## src/dmc_pkg.sv

```systemverilog
// shared constants and codes for the depth-first maze carver
`default_nettype none

package dmc_pkg;

	localparam int MAX_SIDE_DEF = 64;   // largest maze side supported by default
	localparam int RAND_W       = 16;   // width of the random words
	localparam int CFG_W        = 7;    // width of a side register
	localparam int CFG_IDX_W    = 1;    // width of the register index
	localparam int COORD_W      = 6;    // width of a reported coordinate
	localparam int DIR_W        = 3;    // width of the move code
	localparam int EPOCH_W      = 8;    // generation tag kept per visited entry
	localparam int MIN_SIDE     = 2;

	localparam int DIV_VW_DEF   = $clog2(MAX_SIDE_DEF + 1);

	// register indexes
	localparam logic [CFG_IDX_W-1:0] REG_WIDTH  = 1'd0;
	localparam logic [CFG_IDX_W-1:0] REG_HEIGHT = 1'd1;

	// move codes
	localparam logic [DIR_W-1:0] DIR_NONE  = 3'd0;
	localparam logic [DIR_W-1:0] DIR_UP    = 3'd1;
	localparam logic [DIR_W-1:0] DIR_LEFT  = 3'd2;
	localparam logic [DIR_W-1:0] DIR_RIGHT = 3'd3;
	localparam logic [DIR_W-1:0] DIR_DOWN  = 3'd4;
	localparam logic [DIR_W-1:0] DIR_POP   = 3'd5;

endpackage

`default_nettype wire

```

## src/dmc_modu.sv

```systemverilog
// iterative remainder unit, one dividend bit per cycle
`default_nettype none

module dmc_modu #(
	parameter int DW = dmc_pkg::RAND_W,
	parameter int VW = dmc_pkg::DIV_VW_DEF
) (
	input  wire logic          clk,
	input  wire logic          arst_n,
	input  wire logic          go,
	input  wire logic [DW-1:0] dividend,
	input  wire logic [VW-1:0] divisor,
	output logic               done,
	output logic [VW-1:0]      rem
);
	import dmc_pkg::*;

	localparam int CNTW = $clog2(DW + 1);

	logic [VW-1:0]   rem_q;
	logic [VW-1:0]   div_q;
	logic [DW-1:0]   dsr_q;
	logic [CNTW-1:0] cnt_q;
	logic            busy_q;
	logic            done_q;

	logic [VW:0] trial;
	logic [VW:0] diff;
	logic        fits;

	// restoring step: shift in the next dividend bit, subtract when it fits
	assign trial = {rem_q, dsr_q[DW-1]};
	assign fits  = trial >= {1'b0, div_q};
	assign diff  = trial - {1'b0, div_q};

	always_ff @(posedge clk or negedge arst_n) begin
		if (!arst_n) begin
			rem_q  <= '0;
			div_q  <= '0;
			dsr_q  <= '0;
			cnt_q  <= '0;
			busy_q <= 1'b0;
			done_q <= 1'b0;
		end else if (go) begin
			rem_q  <= '0;
			div_q  <= divisor;
			dsr_q  <= dividend;
			cnt_q  <= CNTW'(DW);
			busy_q <= 1'b1;
			done_q <= 1'b0;
		end else if (busy_q) begin
			rem_q <= fits ? diff[VW-1:0] : trial[VW-1:0];
			dsr_q <= {dsr_q[DW-2:0], 1'b0};
			cnt_q <= cnt_q - CNTW'(1);
			if (cnt_q == CNTW'(1)) begin
				busy_q <= 1'b0;
				done_q <= 1'b1;
			end
		end else begin
			done_q <= 1'b0;
		end
	end

	assign done = done_q;
	assign rem  = rem_q;

	a_go_starts: assert property (@(posedge clk) disable iff (!arst_n)
		go |=> busy_q && !done_q)
		else $error("remainder unit did not start");

	a_last_step_done: assert property (@(posedge clk) disable iff (!arst_n)
		(busy_q && !go && cnt_q == CNTW'(1)) |=> done_q && !busy_q)
		else $error("remainder unit missed its last step");

	a_rem_below_div: assert property (@(posedge clk) disable iff (!arst_n)
		(done_q && div_q != '0) |-> rem_q < div_q)
		else $error("remainder not below divisor");

endmodule

`default_nettype wire

```

## config.mk

```make
export PLATFORM = sky130hd
export DESIGN_NAME = dmc_modu
export DESIGN_NICKNAME = d
export VERILOG_FILES = /design/src/dmc_pkg.sv /design/src/dmc_modu.sv
export SDC_FILE = /design/constraint.sdc
export NUM_CORES = 1
export LEC_CHECK = 0
export ABC_AREA = 1
export BUFFER_PORTS_ARGS = -buffer_cell sky130_fd_sc_hd__buf_2
export CAP_MARGIN = 10
export CORE_MARGIN = 4
export CORE_UTILIZATION = 56
export DETAILED_ROUTE_END_ITERATION = 8
export PLACE_DENSITY_LB_ADDON = 0.25
export RECOVER_POWER = 100
export SYNTH_ARGS = -nofsm -noshare
export SYNTH_HDL_FRONTEND = slang
export SYNTH_SLANG_ARGS = --single-unit
```

## constraint.sdc

```tcl
create_clock -name clk -period 2.3 [get_ports clk]
set_clock_uncertainty 0.1 [all_clocks]
set_input_delay 0 -clock clk [delete_from_list [all_inputs] [get_ports clk]]
set_output_delay 0 -clock clk [all_outputs]
set_load 0.03 [all_outputs]
```

# Yosys cells after proc, flatten, opt, wreduce, memory -nomap -nowiden
# Cells that the tools add are included.
# classes
mux,13
reduce_logical,1
order_cmp,1
add_sub_neg,2
eq_ne,2
# op_table
op,n
$mux W16,2
$mux W7,3
$mux W5,2
$ge A8 B7 Y1,1
$sub A7 B7 Y7,1
$mux W1,6
$eq A5 B1 Y1 const B,1
$sub A5 B1 Y5 const B,1
$ne A3 B2 Y1 const B,1
$reduce_bool A2 Y1,1
# word_totals
in_bits,26
output_inout_bits,8
register_bits,37

# Logic depth before layout (Yosys ltp)
# depth
word_depth,4
depth_mapped,12
ltp_nobuf,12

# Least setup slack after synthesis
# Ideal clock, no wire load.
# synth_path
path_type,register to register
from,register rem_q[0] (netlist: rem[0])
to,register rem_q[5] (netlist: rem[5])
synth_period_minus_slack_ns,1.902
slack_ns,0.398
path_buffers,0
setup_ns,0.117
path_stages_with_launch,11
arrival_time_ns,1.685
cell_sequence,dfrtp_1 > inv_1 > fa_1 > inv_1 > nand2_1 > nand2_1 > nand3_1 > nand3_4 > nand3_1 > nand3_1 > nand2_1
# synth_via
elab_chain_cells,4
# synth_lines
item,line,rtl
start: declaration,dmc_modu.sv:20,logic [VW-1:0] rem_q;
start signal: assignment,dmc_modu.sv:52,rem_q <= fits ? diff[VW-1:0] : trial[VW-1:0];
$sub A7 B7 Y7 or $ge A8 B7 Y1 (tied branches),"dmc_modu.sv:34, dmc_modu.sv:33",
$mux W7 (*),dmc_modu.sv:52,
$mux W7 (*),dmc_modu.sv:51,end else if (busy_q) begin
$mux W7 (*),dmc_modu.sv:44,end else if (go) begin
# Every way passes the cells marked *; elsewhere a longest branch is shown, timed or not. The select of a mux whose other input is x is not followed.
# A chain may end at the register's enable or synchronous reset.

# Final worst setup path
# layout_path
from,input port go
to,register dsr_q[1]
# layout_via
elab_chain_cells,1
# layout_lines
item,line,rtl
start: declaration,dmc_modu.sv:10,"input wire logic go,"
$mux W16 or $reduce_bool A2 Y1 (tied branches),n/a,
end signal: assignment,dmc_modu.sv:47,dsr_q <= dividend;
end signal: assignment,dmc_modu.sv:53,"dsr_q <= {dsr_q[DW-2:0], 1'b0};"
end: declaration,dmc_modu.sv:22,logic [DW-1:0] dsr_q;
# Parallel ways exist; a longest one is shown, timed or not.

==> impl_metrics.toml <==
[clocking]
ctsLongestPathBuffers = 2
cts_root_buf = "clkbuf_4"
clock_latency_ns = 0.35
cts_buffers = 5
clock_sinks = 37
clkSlewWorstSetupHoldPaths_ns = 0.10
cts_tree = "yes"
h-tree-depth = 2
postCtsResizedCells = 0

[synthesis]
synth_ff_type = "dfrtp_1"
synthCells = 252
yosys.area_share.simple = 0.269
synth-compound-area-share = 0.107
synthArstFlopShare = 1.00
yosys_register_bits = 37
synth_top_family_by_area = "simple AND/OR/NAND/NOR gates"
synth_area_mm2 = 0.00204
synth_edf_count = 0
avgSynthCellArea_um2 = 8.09
synthXorXnorAreaFrac = 0.00859
muxShareOfSynthArea = 0
ys_warn_count = 0
synth_fp_nets = 288
synth-adder-area-share = 0.0651
yosysSeqAreaShare = 0.454
ys_types = 26

[worst_setup_path]
path_cells = "dlygate4sd3_1 > buf_2 > clkbuf_1 > nor2_4 > inv_1 > o221ai_1"
worstReg2RegStart = "busy_q"
critPathCaptureType = "flip-flop"
worst-endpoint-arrival_ns = 2.22
cpPeakStageDelay_ns = 1.01
worstReg2RegEnd = "dsr_q[1]"
regToRegSetupSlack_ns = 0.27
cp.required_ns = 2.40
crit_type = "input port to flip-flop"
crit_start = "go"
cp_max_fo = 32
cp-endpoint = "dsr_q[1]"
start_kind = "input port"
reg2reg_depth = 3
slowest_stage = "clkbuf_1"

[place]
place_ws_ns = 0.344
gp_congestion = 0.826
port_buffers = 33
place_inst = 325
hpwl_um = 3050

[grt]
grt_pass1_vias = 1888
gr-usage-all-layers = 0.235
grt_max_degree = 38
grt_pass1_wl_um = 8080
grt-ovfl-total = 0
antenna_found_initial = 0

[pwr]
p_leak_nw = 1.32
powerDensity_mw_per_mm2 = 918
finalPower_mw = 2.34
vdd_ir_drop_max_mv = 0.688

[timing]
tns_ns = 0
worst_slack_ns = 0.184
max_freq_ghz = 0.473
slew_headroom = 0.0802
hold_viol_final = 0
layout_min_cycle_time_ns = 2.12
finalCritPeriodShare = 0.920
slew_viol_final = 0
setup_viol = 0
fin_hold_ws_ns = 0.202
worstMarginPinSlew_ns = 1.38
rsz0062_at_grt = "false"

[routing]
wl_um = 4640
avgRoutedWirePerCell_um = 13.0
postRouteAntennaNets = 0
route.detailed.drc = 0
num_vias = 1841
routed_via_density = 5.14
drtPass1Iterations = 4
drtIter0Drc = 89

[floorplanning]
fp.coreArea_mm2 = 0.00342
io_pins = 34
start_util = 0.597
die_area_mm2 = 0.00467
die_h_um = 68.3
die_x_um = 68.3
rows = 21

[finish]
nNetsFinal = 347
syn2layout_area_growth_pct = 25.2
fill_cells = 278
layout_commonest_cell = "nand2_1"
fin_cells = 358
drive_above_1_share = 0.131
most-common-layout-cells = "nand2_1 (83), inv_1 (41), dfrtp_1 (37), dlygate4sd3_1 (25), buf_2 (24)"
antenna_cells = 0

[hold_path]
hold_path_class = "input port to asynchronous set/reset pin"

[outcome]
status = "finished, final reports clean"

[job]
maxCapViolCount = 0
-- per-stage QoR --
step           cell area (µm²)  utilization
2_1_floorplan             2040            -
3_3_place_gp              2230        0.654
3_5_place_dp              2230        0.654
4_1_cts                   2570        0.753
5_1_grt                   2550        0.747
6_report                  2550        0.747
-- flip-flops by register name, indices dropped and copies added (netlist names) --
register / count
busy_q: 1
cnt_q: 5
div_q: 7
done: 1
dsr_q: 16
rem: 7
-- report_power, final --
part	switching [mW]	total (mW)	internal (mW)
clock	0.215	0.474	0.258
combinational	0.650	1.03	0.380
sequential	0.0801	0.837	0.756
total	0.946	2.34	1.40
-- cell type report --
class	count	area, µm²	area share
timing repair buffer	60	414	0.162
inverter	41	154	0.0603
clock buffer	6	51.3	0.0201
sequential	37	926	0.363
multi-input combinational	166	911	0.357
clock inverter	2	37.5	0.0147
tap	46	57.6	0.0226
-- logic make-up (layout without fill, tap and decap cells) --
logic type / count (synthesis) / after routing
xor+xnor: 2 / 2
flops: 37 / 37
fa+ha+maj: 10 / 10
simple gates: 122 / 122
buf+inv: 49 / 109
compound gates: 32 / 32
-- critical path: cells and delay by family --
kind | cells | cell delay, ns
and+or+nand+nor | 1 | 0.04
buffers and inverters | 4 | 1.99
AOI/OAI and AO/OA | 1 | 0.18
-- synthesized netlist by cell type (2+ instances only) --
| library cell | number | area share |
|---|---|---|
| a21oi_1 | 5 | 0.012 |
| ha_1 | 9 | 0.055 |
| o221ai_1 | 7 | 0.030 |
| buf_2 | 4 | 0.0098 |
| dfrtp_1 | 37 | 0.45 |
| nand3_1 | 18 | 0.044 |
| nand3b_1 | 6 | 0.022 |
| nor2_1 | 6 | 0.011 |
| nand2_1 | 83 | 0.15 |
| inv_1 | 41 | 0.076 |
| xor2_1 | 2 | 0.0086 |
| o211ai_1 | 6 | 0.022 |
| o21ai_0 | 11 | 0.027 |
| nand4_1 | 3 | 0.0092 |
| clkbuf_1 | 3 | 0.0055 |
-- routing by layer --
layer  GRT usage  up-vias  part of all wire
li1            -      926                 -
met1       0.284      852              0.42
met2       0.401       50              0.50
met3      0.0411       13             0.049
met4       0.119        0             0.027
met5           0        -                 0
-- what timing repair did --
item	CTS	global route
buffers inserted	0	0
hold endpoints to repair	66	0
hold buffers	25	0
endpoints found under the setup margin	0	0
-- worst min-delay path by stage --
stage                     depth (start not counted)  endpoint  startpoint  slack (ns)
after CTS                                         2  cnt_q[0]      arst_n        0.17
after global placement                            1  cnt_q[4]      arst_n        0.03
final                                             2  cnt_q[4]      arst_n        0.20
after global routing                              2  cnt_q[4]      arst_n        0.27
after floorplan                                   0    busy_q      arst_n       -0.40
after detailed placement                          1  cnt_q[4]      arst_n        0.03
Power figures use the tool's default switching activity.
